**src/ftri_pkg.sv**
```systemverilog
// ---------------------------------------------------------------------------
// Face triangulator package
// Types and constants shared by the front end, the face queue and the back end.
// ---------------------------------------------------------------------------
`default_nettype none

package ftri_pkg;

    // two vertex buffer banks: one fills while the other is processed
    localparam int NUM_BANKS = 2;
    localparam int BANK_W    = 1;

    localparam logic KIND_TRI   = 1'b0;
    localparam logic KIND_POINT = 1'b1;

    typedef struct packed {
        logic                valid;
        logic [BANK_W-1:0]   bank;
    } t_bank_rel;

endpackage

`default_nettype wire

```
**src/ftri_fifo.sv**
```systemverilog
// ---------------------------------------------------------------------------
// Face queue
// Short queue of face descriptors between the front end and the back end.
// ---------------------------------------------------------------------------
`default_nettype none

module ftri_fifo #(
    parameter int DATA_W = 8
) (
    input  logic              i_clk,
    input  logic              i_rst_n,
    input  logic              i_push,
    input  logic [DATA_W-1:0] i_data,
    input  logic              i_pop,
    output logic              o_empty,
    output logic [DATA_W-1:0] o_data
);
    import ftri_pkg::*;

    localparam int PTR_W = $clog2(NUM_BANKS);

    logic [DATA_W-1:0] r_mem [NUM_BANKS];
    logic [PTR_W-1:0]  r_wp;
    logic [PTR_W-1:0]  r_rp;
    logic [PTR_W:0]    r_cnt;

    assign o_empty = (r_cnt == '0);
    assign o_data  = r_mem[r_rp];

    always_ff @(posedge i_clk) begin
        if (i_push) begin
            r_mem[r_wp] <= i_data;
        end
    end

    always_ff @(posedge i_clk) begin
        if (!i_rst_n) begin
            r_wp  <= '0;
            r_rp  <= '0;
            r_cnt <= '0;
        end else begin
            if (i_push) begin
                r_wp <= r_wp + 1'b1;
            end
            if (i_pop && !o_empty) begin
                r_rp <= r_rp + 1'b1;
            end
            priority if (i_push && !(i_pop && !o_empty)) begin
                r_cnt <= r_cnt + 1'b1;
            end else if (!i_push && i_pop && !o_empty) begin
                r_cnt <= r_cnt - 1'b1;
            end
        end
    end

endmodule

`default_nettype wire

```
**config.mk**
```make
export PLATFORM = sky130hd
export DESIGN_NAME = ftri_fifo
export DESIGN_NICKNAME = d
export VERILOG_FILES = /design/src/ftri_pkg.sv /design/src/ftri_fifo.sv
export SDC_FILE = /design/constraint.sdc
export NUM_CORES = 1
export LEC_CHECK = 0
export ABC_AREA = 1
export BUFFER_PORTS_ARGS = -buffer_cell sky130_fd_sc_hd__clkbuf_2
export CAP_MARGIN = 20
export CORE_MARGIN = 2
export CORE_UTILIZATION = 51
export DETAILED_ROUTE_END_ITERATION = 8
export GPL_TIMING_DRIVEN = 0
export PLACE_DENSITY = 0.77
export SLEW_MARGIN = 10
export SYNTH_ARGS = -nofsm -noshare
export SYNTH_HDL_FRONTEND = slang
export SYNTH_SLANG_ARGS = --single-unit
```
**constraint.sdc**
```tcl
create_clock -name i_clk -period 3.2 [get_ports i_clk]
set_clock_uncertainty 0.1 [all_clocks]
set_input_delay 0.32 -clock i_clk [delete_from_list [all_inputs] [get_ports i_clk]]
set_output_delay 0.32 -clock i_clk [all_outputs]
set_load 0.005 [all_outputs]
```
==> impl_metrics.json, run 1 <==
{
  "vdd_drop_max_mv": 0.322,
  "period_minus_slack_ns": 1.70,
  "power.internal_uw": 412,
  "grt-busiest-layer": "met2",
  "drv_cap": 0,
  "setup_tns_ns": 0,
  "drive_gt1_frac": 0.422,
  "grtUsageMet2": 0.241,
  "vias_per_cell": 5.09,
  "hold_path_class": "input port to flip-flop",
  "wl_mm": 1.19,
  "avgSynthCellArea_um2": 13.7,
  "yosys.area.top_type_share": 0.595,
  "start_util": 0.542,
  "grt_max_degree": 13,
  "cts_tree": "built",
  "grt_pass1_wl_mm": 1.81,
  "slew_headroom": 0.521,
  "h-tree-depth": 1,
  "synth_cells": 59,
  "clock_sinks": 21,
  "combPwrFrac": 0.183,
  "max_clock_freq_mhz": 587,
  "layout.filler_cells": 110,
  "crit_arrival_ns": 1.28,
  "clk_pin_slew_ns": 0.11,
  "core-area_um2": 1490,
  "use_met1": 0.142,
  "p_sw_uw": 135,
  "vias": 504,
  "drc": 0,
  "pwr_density_cell_nw_per_um2": 573,
  "die_w_um": 43.8,
  "period_share": 0.532,
  "p_sw_frac": 0.247,
  "p_leak_nw": 0.409,
  "postCtsHoldBufs": 0,
  "hold_viol": 0,
  "start_kind": "flip-flop",
  "endpoint_kind": "output port",
  "path_max_fanout": 8,
  "p_total_uw": 547,
  "clock_power_share": 0.221,
  "drtIter0Drc": 7,
  "grt_pass1_vias": 456,
  "maxSlewViolCount": 0,
  "cts_buffer_depth": 2,
  "post_cts_buffers": 0,
  "clockRootBuffer": "clkbuf_4",
  "ys_seq_area_frac": 0.719,
  "yosys_most_used_dff": "edfxtp_1",
  "synth_cell_types": 15,
  "ys_ff_latch": 21,
  "clk_latency_ns": 0.29,
  "antenna_found_initial": 0,
  "boundaryPins": 21,
  "synth_common_cells": "16 x edfxtp_1, 9 x nand2_1, 8 x mux2_2",
  "syn_to_final_growth_pct": 18.3,
  "io_buffers": 20,
  "gp_congestion": 0.820,
  "worstSetupPathType": "flip-flop to output port",
  "num_rows": 14,
  "die_y_um": 43.8,
  "syn-cell-area_um2": 807,
  "groute.usage.overall": 0.139,
  "async_reset_ff_frac": 0,
  "cts_resized": 0,
  "synth_top_area_cell": "edfxtp_1",
  "synth_area_leaders": "edfxtp_1 60%, dfxtp_1 12%, mux2_2 11%, nand2_1 4.2%, inv_1 2.8%",
  "drtPass1Iterations": 4,
  "min_from": "i_data[4]",
  "cts_buffers": 3,
  "grt.overflow.total": 0,
  "n_antenna_cell": 0,
  "synth.net_count": 71,
  "groute.layer.met3.usage": 0.0292,
  "dp_hpwl_um": 864,
  "synth_edf_count": 16,
  "antenna_left": 0,
  "r2r_start": "r_wp$_SDFFE_PN0P_",
  "num-nets-final": 96,
  "yosysWarnings": 0,
  "avgRoutedWirePerCell_um": 12.0,
  "die_area_um2": 1920,
  "status": "complete, no violations",
  "synth_most_common_cell": "edfxtp_1",
  "finalSetupViolCount": 0,
  "rsz0062_at_grt": "no",
  "p_seq_frac": 0.596,
  "required_ns": 2.78,
  "worst_slew_pin_slew_ns": 0.716
}
-- power by group through the flow --
stage	Combinational, mW	Sequential [mW]	Clock, mW
floorplan	0.0659	0.329	0
global placement	0.0982	0.330	0
detailed placement	0.101	0.332	0
CTS	0.102	0.325	0.129
global route	0.112	0.328	0.135
finish	0.0999	0.326	0.121
-- final timing paths --
check	cells past startpoint	to	slack, ns
setup / recovery	3	o_data[1]	1.50
hold / removal	1	r_mem[1][4]$_DFFE_PP_	0.11
hold reg to reg	2	r_wp$_SDFFE_PN0P_	0.42
setup reg to reg	1	r_mem[0][3]$_DFFE_PP_	1.84
-- flip-flops by register name, indices dropped and copies added (netlist names), named ones only --
name,flops
r_mem,16
r_cnt,2
r_rp,1
r_wp,1
-- logic make-up after synthesis --
| logic type | count (synthesis) | synth area share |
|---|---|---|
| buffers and inverters | 7 | 0.0341 |
| DFF | 21 | 0.719 |
| muxes | 8 | 0.112 |
| AOI/OAI and AO/OA | 3 | 0.0217 |
| and+or+nand+nor | 19 | 0.102 |
| xor gates and xnor gates | 1 | 0.0109 |
-- routing by layer --
metal / vias up / share of wire
met5: - / 0
met4: 0 / 0.010
met3: 2 / 0.058
met2: 17 / 0.53
met1: 231 / 0.40
li1: 254 / -
-- metrics by stage --
step	hold WS [ns]	instance area, µm²	setup WS [ns]	util	cells
2_1_floorplan	0.319	807	1.98	-	59
3_3_place_gp	0.388	927	1.66	0.623	95
3_5_place_dp	0.396	927	1.65	0.623	95
4_1_cts	0.0886	955	1.47	0.641	99
5_1_grt	0.0936	955	1.42	0.641	99
6_report	0.105	955	1.50	0.641	99
-- placed cells by master (no fill, tap or decap) --
cell / n
o21ai_1: 1
clkbuf_4: 3
edfxtp_1: 16
o211ai_1: 1
a21oi_1: 1
mux2_2: 8
clkbuf_2: 20
nor2_1: 6
inv_1: 6
xor2_1: 1
nor3_1: 1
dfxtp_1: 5
nand3_1: 1
nand2_2: 1
clkinv_2: 1
nand3_2: 1
buf_2: 1
nand2_1: 9
-- final cells by class --
cell class,count,area (µm²),area share
well taps,16,20.0,0.0210
clock buffers,3,22.5,0.0236
multi-input cells,31,199,0.208
plain buffers,1,5.00,0.00524
inverters,6,22.5,0.0236
flip-flops and latches,21,581,0.608
clock inverters,1,5.00,0.00524
repair buffers,20,100,0.105
-- worst max-delay path: stages (launching register included) --
cell      delay (ns)
dfxtp_1         0.32
buf_2           0.20
mux2_2          0.36
clkbuf_2        0.11
No activity file was read; power rests on OpenSTA's default activity.
==> run 2, diff against run 1 <==
--- a/config.mk
+++ b/config.mk
@@ -9,10 +9,10 @@
 export BUFFER_PORTS_ARGS = -buffer_cell sky130_fd_sc_hd__clkbuf_2
 export CAP_MARGIN = 20
 export CORE_MARGIN = 2
-export CORE_UTILIZATION = 51
+export CORE_UTILIZATION = 44
 export DETAILED_ROUTE_END_ITERATION = 8
 export GPL_TIMING_DRIVEN = 0
-export PLACE_DENSITY = 0.77
+export PLACE_DENSITY = 0.71
 export SLEW_MARGIN = 10
 export SYNTH_ARGS = -nofsm -noshare
 export SYNTH_HDL_FRONTEND = slang
==> constraint.sdc (replaced) <==
create_clock -name i_clk -period 1.4 [get_ports i_clk]
set_clock_uncertainty 0.1 [all_clocks]
set_input_delay 0.14 -clock i_clk [delete_from_list [all_inputs] [get_ports i_clk]]
set_output_delay 0.14 -clock i_clk [all_outputs]
set_load 0.005 [all_outputs]
==> run 2 against run 1 <==
Net effect:
- the run now ends with setup timing left
- count of clock-buffer cells in the layout is the same
- via count grew 6.3%
- sequential power grew 130%
- power grew 140%
- cell count grew 18%
- flip-flop and latch count is the same
- clock power grew 140%
- global-route usage grew 1.3 points
==> impl_metrics.json, run 2 (same netlist as run 1, synthesis figures left out) <==
{
  "post_cts_buffers": 0,
  "slew_headroom": 0.715,
  "largest_reg_flops": 16,
  "path_max_fanout": 8,
  "avgRoutedWirePerCell_um": 11.8,
  "drive_gt1_frac": 0.402,
  "required_ns": 1.16,
  "grt_max_degree": 13,
  "groute.usage.overall": 0.151,
  "vias": 536,
  "crit_arrival_ns": 1.20,
  "final_util": 0.637,
  "gp_congestion": 0.634,
  "clockRootBuffer": "clkbuf_4",
  "final_cell_mix": "20 x clkbuf_2, 16 x edfxtp_1, 9 x nand2_1, 9 x dlygate4sd3_1, 8 x mux2_4",
  "pwr_density_cell_nw_per_um2": 1210,
  "wl_mm": 1.39,
  "vias_per_cell": 4.58,
  "fin_cells": 117,
  "drtIter0Drc": 11,
  "worstSetupPathType": "flip-flop to output port",
  "period_share": 1.03,
  "grt.overflow.total": 0,
  "setup_tns_ns": -0.291,
  "clock_sinks": 21,
  "die_y_um": 46.8,
  "dpl.cell_count": 104,
  "hold_viol": 0,
  "n_antenna_cell": 0,
  "reg2regPathDepth": 2,
  "finalSetupViolCount": 8,
  "layout.filler_cells": 145,
  "num-nets-final": 105,
  "clk_pin_slew_ns": 0.11,
  "violations": "setup timing",
  "largest_register": "r_mem",
  "core-area_um2": 1730,
  "cts_tree": "built",
  "hold_path_class": "input port to flip-flop",
  "drtPass1Iterations": 4,
  "clk_latency_ns": 0.30,
  "start_kind": "flip-flop",
  "holdPathStages": 3,
  "start_util": 0.467,
  "die_w_um": 46.8,
  "grt_pass1_wl_mm": 2.18,
  "p_leak_nw": 0.478,
  "cts_buffers": 3,
  "drc": 0,
  "num_rows": 15,
  "boundaryPins": 21,
  "dp_slack_ns": 0.0414,
  "antenna_found_initial": 0,
  "rsz0062_at_grt": "yes",
  "die_area_um2": 2190,
  "reg.largest.list": "r_mem: 16 flops, r_cnt: 2 flops",
  "io_buffers": 20,
  "status": "complete, but fails checks",
  "maxSlewViolCount": 0,
  "h-tree-depth": 1,
  "cts_buffer_depth": 2,
  "syn_to_final_growth_pct": 36.3,
  "drv_cap": 0,
  "max_clock_freq_mhz": 693,
  "vdd_drop_max_mv": 0.984,
  "layout_setup_ws_ns": -0.0436,
  "dp_hpwl_um": 856,
  "worst_slew_pin_slew_ns": 0.427,
  "endpoint_kind": "output port",
  "antenna_left": 0,
  "final_common_cell": "clkbuf_2",
  "grt_pass1_vias": 505,
  "period_minus_slack_ns": 1.44
}
[run 2: cell types whose count changed in the layout (fill, tap and decap cells not counted), sizes merged]
cell	before	now
dlygate4sd3	0	9
[run 2: power by group]
part / internal, mW / switching (mW)
logic: 0.162 / 0.130
clock network: 0.107 / 0.179
registers: 0.723 / 0.0258
total: 0.991 / 0.335
[run 2: path summary, 6_finish.rpt]
path | startpoint | end | slack, ns
worst max-delay path | flip-flop | o_data[7] | -0.04
worst min-delay path | i_push | r_wp$_SDFFE_PN0P_ | 0.04
worst max register to register | r_wp$_SDFFE_PN0P_ | r_mem[1][4]$_DFFE_PP_ | 0.26
worst min register to register | r_rp$_SDFFE_PN0P_ | flip-flop | 0.42
[run 2: layout make-up]
| cell class | instances | area [µm²] | share of cell area |
|---|---|---|---|
| buffer | 1 | 15.0 | 0.0137 |
| inverter | 6 | 22.5 | 0.0205 |
| clock buffer | 3 | 22.5 | 0.0205 |
| clock inverter | 1 | 5.00 | 0.00455 |
| tap | 25 | 31.3 | 0.0284 |
| multi-input combinational | 31 | 231 | 0.210 |
| sequential | 21 | 582 | 0.529 |
| timing repair buffer | 29 | 190 | 0.173 |
[run 2: through the flow]
step                hold slack, ns  instance area [µm²]  total power, mW
floorplan                    0.139                  807            0.903
global placement             0.230                  938            0.980
detailed placement           0.234                  938            0.988
CTS                         0.0331                 1100             1.32
global route                0.0402                 1100             1.40
finish                      0.0377                 1100             1.33
[run 2: routing by layer]
layer	wire [µm]	share of wire	GRT usage
met1	552	0.40	0.171
met2	775	0.56	0.263
met3	58	0.042	0.0692
met4	0	0	0.0333
met5	0	0	0
[run 2: repair_timing]
item / in CTS / in global routing
endpoints found under the hold margin: 17 / 0
resized for setup: 12 / 1
hold buffers: 9 / 0
cloned: 0 / 0
endpoints found under the setup margin: 8 / 16
[run 2: worst max-delay path: stages (launching register included)]
cell	delay, ns
dfxtp_2	0.34
buf_8	0.14
mux2_4	0.31
clkbuf_2	0.11
