File: config.mk
export PLATFORM = sky130hd
export DESIGN_NAME = ftri_front
export DESIGN_NICKNAME = d
export VERILOG_FILES = /design/src/ftri_pkg.sv /design/src/ftri_front.sv
export SDC_FILE = /design/constraint.sdc
export NUM_CORES = 1
export LEC_CHECK = 0
export ABC_AREA = 1
export BUFFER_PORTS_ARGS = -buffer_cell sky130_fd_sc_hd__buf_2
export CORE_ASPECT_RATIO = 1.25
export CORE_MARGIN = 2
export CORE_UTILIZATION = 59
export CTS_BUF_LIST = sky130_fd_sc_hd__clkbuf_16
export CTS_CLUSTER_DIAMETER = 40
export CTS_CLUSTER_SIZE = 14
export DETAILED_ROUTE_END_ITERATION = 7
export GPL_ROUTABILITY_DRIVEN = 0
export PLACE_DENSITY = 0.95
export SYNTH_ARGS = -nofsm -noshare
export SYNTH_HDL_FRONTEND = slang
export SYNTH_SLANG_ARGS = --single-unit
File: constraint.sdc
create_clock -name i_clk -period 5.4 [get_ports i_clk]
set_input_delay 0.54 -clock i_clk [delete_from_list [all_inputs] [get_ports i_clk]]
set_output_delay 0.54 -clock i_clk [all_outputs]
set_load 0.02 [all_outputs]
File: src/ftri_pkg.sv
// ---------------------------------------------------------------------------
// Face triangulator package
// Types and constants shared by the front end, the face queue and the back end.
// ---------------------------------------------------------------------------
`default_nettype none

package ftri_pkg;

    // two vertex buffer banks: one fills while the other is processed
    localparam int NUM_BANKS = 2;
    localparam int BANK_W    = 1;

    localparam logic KIND_TRI   = 1'b0;
    localparam logic KIND_POINT = 1'b1;

    typedef struct packed {
        logic                valid;
        logic [BANK_W-1:0]   bank;
    } t_bank_rel;

endpackage

`default_nettype wire

File: src/ftri_front.sv
// ---------------------------------------------------------------------------
// Face triangulator front end
// Takes vertex words, writes them into the free buffer bank, sums the
// coordinates and queues one descriptor per face.
// ---------------------------------------------------------------------------
`default_nettype none

module ftri_front #(
    parameter int MAX_FACE_SIZE = 16,
    parameter int COORD_WIDTH   = 32,
    parameter int INDEX_WIDTH   = 32,
    localparam int CNT_W = $clog2(MAX_FACE_SIZE + 1),
    localparam int AW    = $clog2(MAX_FACE_SIZE),
    localparam int SW    = COORD_WIDTH + $clog2(MAX_FACE_SIZE),
    localparam int QW    = ftri_pkg::BANK_W + CNT_W + 3 * SW,
    localparam int MEMW  = INDEX_WIDTH + 3 * COORD_WIDTH
) (
    input  logic                    i_clk,
    input  logic                    i_rst_n,
    input  logic                    push,
    output logic                    full,
    input  logic [INDEX_WIDTH-1:0]  i_vertex_index,
    input  logic [COORD_WIDTH-1:0]  i_vertex_x,
    input  logic [COORD_WIDTH-1:0]  i_vertex_y,
    input  logic [COORD_WIDTH-1:0]  i_vertex_z,
    input  logic                    i_face_end,
    input  ftri_pkg::t_bank_rel     i_rel,
    output logic                    o_wr_en,
    output logic [ftri_pkg::BANK_W+AW-1:0] o_wr_addr,
    output logic [MEMW-1:0]         o_wr_data,
    output logic                    o_q_push,
    output logic [QW-1:0]           o_q_data
);
    import ftri_pkg::*;

    localparam int CW = COORD_WIDTH;

    logic [BANK_W-1:0]    r_bank;
    logic [NUM_BANKS-1:0] r_busy;
    logic [CNT_W-1:0]     r_cnt;
    logic [SW-1:0]        r_sx, r_sy, r_sz;

    logic             acc;
    logic             room;
    logic [CNT_W-1:0] n_cnt;
    logic [SW-1:0]    n_sx, n_sy, n_sz;

    assign full = r_busy[r_bank];
    assign acc  = push && !full;
    assign room = (r_cnt < CNT_W'(MAX_FACE_SIZE));

    always_comb begin
        n_cnt = r_cnt;
        n_sx  = r_sx;
        n_sy  = r_sy;
        n_sz  = r_sz;
        if (room) begin
            n_cnt = r_cnt + 1'b1;
            n_sx  = r_sx + {{(SW-CW){i_vertex_x[CW-1]}}, i_vertex_x};
            n_sy  = r_sy + {{(SW-CW){i_vertex_y[CW-1]}}, i_vertex_y};
            n_sz  = r_sz + {{(SW-CW){i_vertex_z[CW-1]}}, i_vertex_z};
        end
    end

    assign o_wr_en   = acc && room;
    assign o_wr_addr = {r_bank, r_cnt[AW-1:0]};
    assign o_wr_data = {i_vertex_index, i_vertex_x, i_vertex_y, i_vertex_z};
    assign o_q_push  = acc && i_face_end;
    assign o_q_data  = {r_bank, n_cnt, n_sx, n_sy, n_sz};

    always_ff @(posedge i_clk) begin
        if (!i_rst_n) begin
            r_bank <= '0;
            r_busy <= '0;
            r_cnt  <= '0;
            r_sx   <= '0;
            r_sy   <= '0;
            r_sz   <= '0;
        end else begin
            if (i_rel.valid) begin
                r_busy[i_rel.bank] <= 1'b0;
            end
            if (acc) begin
                if (i_face_end) begin
                    r_busy[r_bank] <= 1'b1;
                    r_bank         <= r_bank + 1'b1;
                    r_cnt          <= '0;
                    r_sx           <= '0;
                    r_sy           <= '0;
                    r_sz           <= '0;
                end else begin
                    r_cnt <= n_cnt;
                    r_sx  <= n_sx;
                    r_sy  <= n_sy;
                    r_sz  <= n_sz;
                end
            end
        end
    end

endmodule

`default_nettype wire

==> impl_metrics.ini, run 1 <==
[run]
maxCapViolCount = 0

[floorplan]
core_mm2 = 0.02373
dieHeight_um = 177.9
start_util_pct = 60.14
dieArea_mm2 = 0.02545
row_count = 63
ioPinCount = 384
die_width_um = 143.1

[timing]
skew_ns = 0.008926
worst_slew_pin_slew_ns = 1.107
finalCritPeriodShare_pct = 61.96
rsz0062_at_grt = no
min_period_ns = 3.346
drv_slew = 0
setup_violations = 0
hold_viol = 0
whs_ns = 0.3448
max_freq_mhz = 298.9
setup_tns_ns = 0
slew_headroom_pct = 26.22

[grt]
groute.usage.overall_pct = 36.02
grt_max_degree = 110
grt_pass1_wl_mm = 74.33
grt_overflow = 0
antenna_found_initial = 4
grt_pass1_vias = 16130

[clock_network]
clkTransAtPathRegs_ns = 0.06
cts_tree = built
cts-root-buf = clkbuf_16
clock-sinks = 116
ctsHoldBuffers = 0
clock_path_buffers = 2
h-tree-depth = 4
cts-resized-gates = 0
cts_buffers = 17
clock_latency_ns = 0.43
post-cts-setup-buffers = 0

[pwr]
ir_worst_vdd_uv = 217.7
switchingPower_w = 0.001461
powerDensity_mw_per_mm2 = 225.9
comb_power_share_pct = 40.8
power.share.clock_pct = 32.6
seqPwrFrac_pct = 26.7
p_sw_share_pct = 41.21
p_leak_nw = 8.710
finalPower_w = 0.003546
intPower_w = 0.002085

[route]
ant_nets = 0
firstDrtPassIters = 8
drt-total-wl_mm = 46.69
drc = 21
wl_per_cell_um = 15.58
drt-vias-per-instance = 5.691
first_iter_violations = 1667
via_count = 17060

[setup_path]
cpPeakStageDelay_ns = 0.45
critical_path.slowest_cell = fa_1
r2r_slack_ns = 2.40
critPathCaptureType = primary output
path_cells = ha_1 > fa_1 > nand3_1 > nand3_2 > nand2_1 > nand2_1 > nand3_1 > nand2_1 > nand2_1 > nand2_1 > nand2_1 > nand3_1 > and2_1 > buf_2
critPathLaunch = r_sy[0]
critPathLaunchType = register
crit_fanout = 4
critPathBufInv = 1
timing.rr.start = r_bank
worstPathArrival_ns = 2.81
ff2ff_path_depth = 7
cp-endpoint = o_q_data[58]
crit_type = reg -> out
critPathTopFamily = simple AND/OR/NAND/NOR gates
cp_num_cells = 14
cp.required_ns = 4.86
cpMostUsedCell = nand2_1
reg2reg_to = r_sy[24]

[synthesis]
avgSynthCellArea_um2 = 5.696
synthFlopType = dfxtp_1
synth_edf_count = 0
yosysSeqAreaShare_pct = 16.27
synth_most_common_cell = nand2_1
synth_common_cells = 801 x nand2_1, 330 x inv_1, 216 x a21oi_1, 210 x nand3_1, 176 x nor2_1
synth.distinct_cells = 36
synth_fp_nets = 2748
yosys_warnings = 0
yosysTopAreaCellShare_pct = 21.07
synthTopCellsByArea = nand2_1 21%, dfxtp_1 16%, ha_1 9.3%, inv_1 8.7%, a21oi_1 7.6%
postSynthCellCount = 2505
mappedNetlistArea_mm2 = 0.01427
synth_seq_cells = 116
ys_async_sr_fraction_pct = 0
yosys.area.top_type = nand2_1

[finish]
fin_nets = 2900
post-route-util_pct = 66.16
drive_above_1_share_pct = 17.31
nFillCells = 2048
syn2layout_area_growth_pct = 10.01

[hold_path]
worstHoldPathCells = 2
hold_class = in -> reg

[outcome]
status = finished, violations left
violations = design-rule violations

[placement]
port_buffers = 319
hpwl_mm = 34.93
[worst min-delay path by stage]
stage / start / endpoint
2_1_floorplan: r_busy[0] / r_busy[0]
3_5_place_dp: r_sz[24] / r_sz[24]
6_report: i_rst_n / r_busy[1]
5_1_grt: i_rst_n / r_busy[1]
3_3_place_gp: r_sx[34] / r_sx[34]
4_1_cts: i_rst_n / r_busy[1]
[through the flow]
| step | std cells | instance area, um^2 | setup WS, ns |
|---|---|---|---|
| after floorplan | 2505 | 14270 | 2.766 |
| after global placement | 2963 | 15120 | 2.319 |
| after detailed placement | 2963 | 15120 | 2.268 |
| after CTS | 2994 | 15690 | 2.146 |
| after global routing | 2995 | 15690 | 1.898 |
| final | 2997 | 15700 | 2.054 |
[worst register-to-register path: stages, from the launching register on]
cell and delay, ns:
dfxtp_1 0.43, inv_1 0.10, nand2_1 0.17, nand3_4 0.55
nor2_4 0.94, buf_4 0.44, nand3_1 0.15, a21oi_1 0.14
[per-layer routing]
layer	GRT usage (%)	wire length, um	up-vias	part of all wire (%)
met3	7.663	4660	347	10
met5	0	10	-	0.021
met2	60.98	21610	1107	46
met4	26.28	3743	2	8.0
met1	39.54	16660	7467	36
li1	-	-	8132	-
[final cells by class]
class	instances	area [um^2]	share of cell area (%)
Multi-Input combinational cell	1863	9458	60.26
Sequential cell	116	2323	14.80
Timing Repair Buffer	327	1682	10.71
Inverter	332	1250	7.963
Clock buffer	17	425.4	2.710
Tap cell	325	406.6	2.591
Clock inverter	14	143.9	0.9167
Antenna cell	3	7.507	0.04783
[flip-flops by register name, summed over array words and instances, names as in the netlist]
signal,flops
r_bank,1
r_busy,2
r_cnt,5
r_sx,36
r_sy,36
r_sz,36
[cells in the final DEF (no fill, tap or decap), drive strengths merged, types with 14 or more instances in the layout]
master  count
xor2       14
nand3     222
or2        58
xnor2      14
and2       48
clkbuf     17
dfxtp     116
nor2      190
a21oi     216
o21bai     18
o21ai      85
nand2     823
ha        106
inv       331
nor3       32
buf       327
[power by group through the flow]
stage               clock (W)  sequential (W)  combinational, W
finish                0.00115        0.000946           0.00145
detailed placement          0        0.000962           0.00140
floorplan                   0        0.000950           0.00106
global route          0.00119        0.000951           0.00158
CTS                   0.00116        0.000943           0.00141
global placement            0        0.000957           0.00137
[logic make-up after synthesis]
| logic type | synth area share (%) |
|---|---|
| xor+xnor | 1.719 |
| compound gates | 12.57 |
| fa+ha+maj | 9.716 |
| flops | 16.28 |
| mux | 0.4911 |
| simple gates | 41.68 |
| buf+inv | 17.55 |
No activity file was read; power rests on OpenSTA's default activity.
==> run 2, diff against run 1 <==
--- a/config.mk
+++ b/config.mk
@@ -5,17 +5,17 @@
 export SDC_FILE = /design/constraint.sdc
 export NUM_CORES = 1
 export LEC_CHECK = 0
-export ABC_AREA = 1
+export ABC_AREA = 0
 export BUFFER_PORTS_ARGS = -buffer_cell sky130_fd_sc_hd__buf_2
 export CORE_ASPECT_RATIO = 1.25
 export CORE_MARGIN = 2
-export CORE_UTILIZATION = 59
+export CORE_UTILIZATION = 53
 export CTS_BUF_LIST = sky130_fd_sc_hd__clkbuf_16
 export CTS_CLUSTER_DIAMETER = 40
 export CTS_CLUSTER_SIZE = 14
 export DETAILED_ROUTE_END_ITERATION = 7
 export GPL_ROUTABILITY_DRIVEN = 0
-export PLACE_DENSITY = 0.95
+export PLACE_DENSITY = 0.93
 export SYNTH_ARGS = -nofsm -noshare
 export SYNTH_HDL_FRONTEND = slang
 export SYNTH_SLANG_ARGS = --single-unit
==> constraint.sdc (replaced) <==
create_clock -name i_clk -period 3.3 [get_ports i_clk]
set_input_delay 0.33 -clock i_clk [delete_from_list [all_inputs] [get_ports i_clk]]
set_output_delay 0.33 -clock i_clk [all_outputs]
set_load 0.02 [all_outputs]
==> impl_metrics.ini, run 2 <==
[synthesis]
yosys.area_share.simple_pct = 17.84
yosys_warnings = 0
synth_most_common_cell = nand2_1
ys_async_sr_fraction_pct = 0
synth_xor_area_share_pct = 7.158
synthMuxAreaShare_pct = 1.776
synthAdderAreaFrac_pct = 11.93
synthTopCellsByArea = dfxtp_1 20%, ha_1 11%, buf_4 8.7%, nand2_1 7.0%, o21ai_0 6.8%
avgSynthCellArea_um2 = 7.389
synth_top_family_by_area = compound AO/OA/AOI/OAI gates
postSynthCellCount = 1573
synth_edf_count = 0
synth_seq_cells = 116
yosysSeqAreaShare_pct = 19.98
synth_compound_area_share_pct = 28.96
synth.distinct_cells = 76
synth_common_cells = 216 x nand2_1, 157 x o21ai_0, 134 x buf_4, 119 x nor2_1, 116 x dfxtp_1
yosysTopAreaCellShare_pct = 19.98
yosys.area.top_type = dfxtp_1
mappedNetlistArea_mm2 = 0.01162
synthFlopType = dfxtp_1
synth_fp_nets = 1816

[finish]
nFillCells = 1404
syn2layout_area_growth_pct = 32.01
fin_nets = 2109
final_common_cell = buf_2
diodes = 0
top_regs = r_sx: 36 flops, r_sy: 36 flops, r_sz: 36 flops
drive_above_1_share_pct = 37.04
fin_cells = 2158
post-route-cell-area_mm2 = 0.01534
final_cell_mix = 294 x buf_2, 212 x nand2_1, 157 x buf_4, 133 x o21ai_0, 113 x nor2_1

[grt]
met1_usage_pct = 37.30
grt_overflow = 0
antenna_found_initial = 1
grt_pass1_wl_mm = 65.92
grt_use_met2_pct = 62.57
grt_busiest_layer = met2
groute.usage.overall_pct = 35.72
use_met3_pct = 8.035
grt_max_degree = 194
grt_pass1_vias = 13210

[route]
drt-total-wl_mm = 46.01
ant_nets = 0
wl_per_cell_um = 21.32
firstDrtPassIters = 8
drc = 0
drt-vias-per-instance = 6.515
via_count = 14060
first_iter_violations = 1411

[timing]
whs_ns = 0.2641
drv_slew = 0
skew_ns = 0.01218
min_period_ns = 3.808
finalCritPeriodShare_pct = 115.4
rsz0062_at_grt = yes
setup_violations = 60
hold_viol = 0
worst_slew_pin_slew_ns = 0.8857
fin_ws_ns = -0.5084
setup_tns_ns = -11.99
max_freq_mhz = 262.6
slew_headroom_pct = 40.96

[outcome]
violations = negative setup slack
status = finished, violations left

[setup_path]
reg2reg_to = r_sx[34]
worstPathArrival_ns = 3.48
r2r_slack_ns = 0.02
crit_fanout = 2
ff2ff_path_depth = 15
timing.rr.start = r_sx[0]
cp.required_ns = 2.97
critPathLaunchType = register
critPathCaptureType = primary output
crit_type = reg -> out

[placement]
dpl_cell_area_mm2 = 0.01313
hpwl_mm = 28.79
port_buffers = 319
pre_cts_ws_ns = -0.4281
numPlacedInstances = 2066

[clock_network]
cts_buffers = 17
h-tree-depth = 4
clock-sinks = 116
clock_path_buffers = 2
ctsHoldBuffers = 0
cts_tree = built
cts-root-buf = clkbuf_16
clock_latency_ns = 0.42
clkTransAtPathRegs_ns = 0.06

[floorplan]
die_width_um = 136.5
ioPinCount = 384
dieHeight_um = 169.6
row_count = 60
start_util_pct = 53.95
core_mm2 = 0.02155
dieArea_mm2 = 0.02314

[pwr]
p_leak_nw = 7.218
ir_worst_vdd_uv = 451.3
powerDensity_mw_per_mm2 = 415.7

[hold_path]
min_from = i_rel[0]
min_to = r_busy[0]
worstHoldPathCells = 4
hold_class = in -> reg

[run]
maxCapViolCount = 0
## run 2: cell count changes after synthesis, sizes merged, moves of 54 or more
cell,before,now
o21ai,85,159
a21o,0,61
inv,332,38
a21oi,216,103
nor2,190,120
or2,58,4
nand3,222,32
nand2,823,216
## run 2: routing by layer
layer | up-vias | part of all wire [%]
li1 | 6092 | -
met4 | 2 | 8.3
met5 | - | 0.022
met3 | 366 | 10
met1 | 6511 | 34
met2 | 1088 | 48
## run 2: critical path: stages (launching register included)
cell and delay [ns]:
dfxtp_2 0.34, ha_4 0.16, fa_2 0.34, a21o_1 0.20, a21oi_2 0.20, o21bai_2 0.12, a31o_2 0.28, buf_6 0.12
a2111o_1 0.42, nand2_2 0.14, o221ai_2 0.14, xnor2_1 0.18, o21ai_1 0.21, buf_4 0.19
## run 2: cell families (layout without fill, tap and decap cells)
kind of cell,count (synthesis),count (layout)
buffers and inverters,249,555
AND/OR/NAND/NOR,470,470
XOR/XNOR,95,95
AO/OA/AOI/OAI,515,515
flip-flops,116,116
multiplexers,19,19
adder cells (fa/ha/maj),109,109
## run 2: where the power goes
part | internal [W] | switching, W | total [W]
combinational | 0.00117 | 0.00176 | 0.00293
sequential | 0.00149 | 0.0000869 | 0.00158
clock | 0.00110 | 0.000765 | 0.00187
total | 0.00376 | 0.00262 | 0.00638
## run 2: area by class of cell
cell class | instances | area [um^2] | area share (%)
inverter | 38 | 142.6 | 0.9296
sequential | 116 | 2361 | 15.39
multi-input combinational | 1208 | 8867 | 57.79
timing repair buffer | 485 | 3059 | 19.94
clock buffer | 17 | 425.4 | 2.772
clock inverter | 15 | 140.1 | 0.9132
tap | 279 | 349.1 | 2.275
## run 2: worst max path at each step
stage	from	to	slack [ns]	cells past startpoint
3_3_place_gp	i_vertex_x[1]	o_q_data[107]	-0.38	13
5_1_grt	r_sx[0]	o_q_data[92]	-0.55	13
2_1_floorplan	i_vertex_z[1]	o_q_data[33]	0.003	10
4_1_cts	r_sx[0]	o_q_data[96]	-0.41	14
3_5_place_dp	i_vertex_x[1]	o_q_data[107]	-0.43	13
6_report	r_sx[0]	o_q_data[92]	-0.51	13
## run 2: repair_timing
action	in CTS	in global routing
resized for setup	161	99
buffers inserted	37	28
setup endpoints to repair	71	73
pin swaps	74	43
## run 2: through the flow
step / utilization [%] / power, W
floorplan: - / 0.003278
global placement: 60.95 / 0.003940
detailed placement: 60.95 / 0.004007
CTS: 68.22 / 0.006071
global route: 71.22 / 0.006627
finish: 71.22 / 0.006378
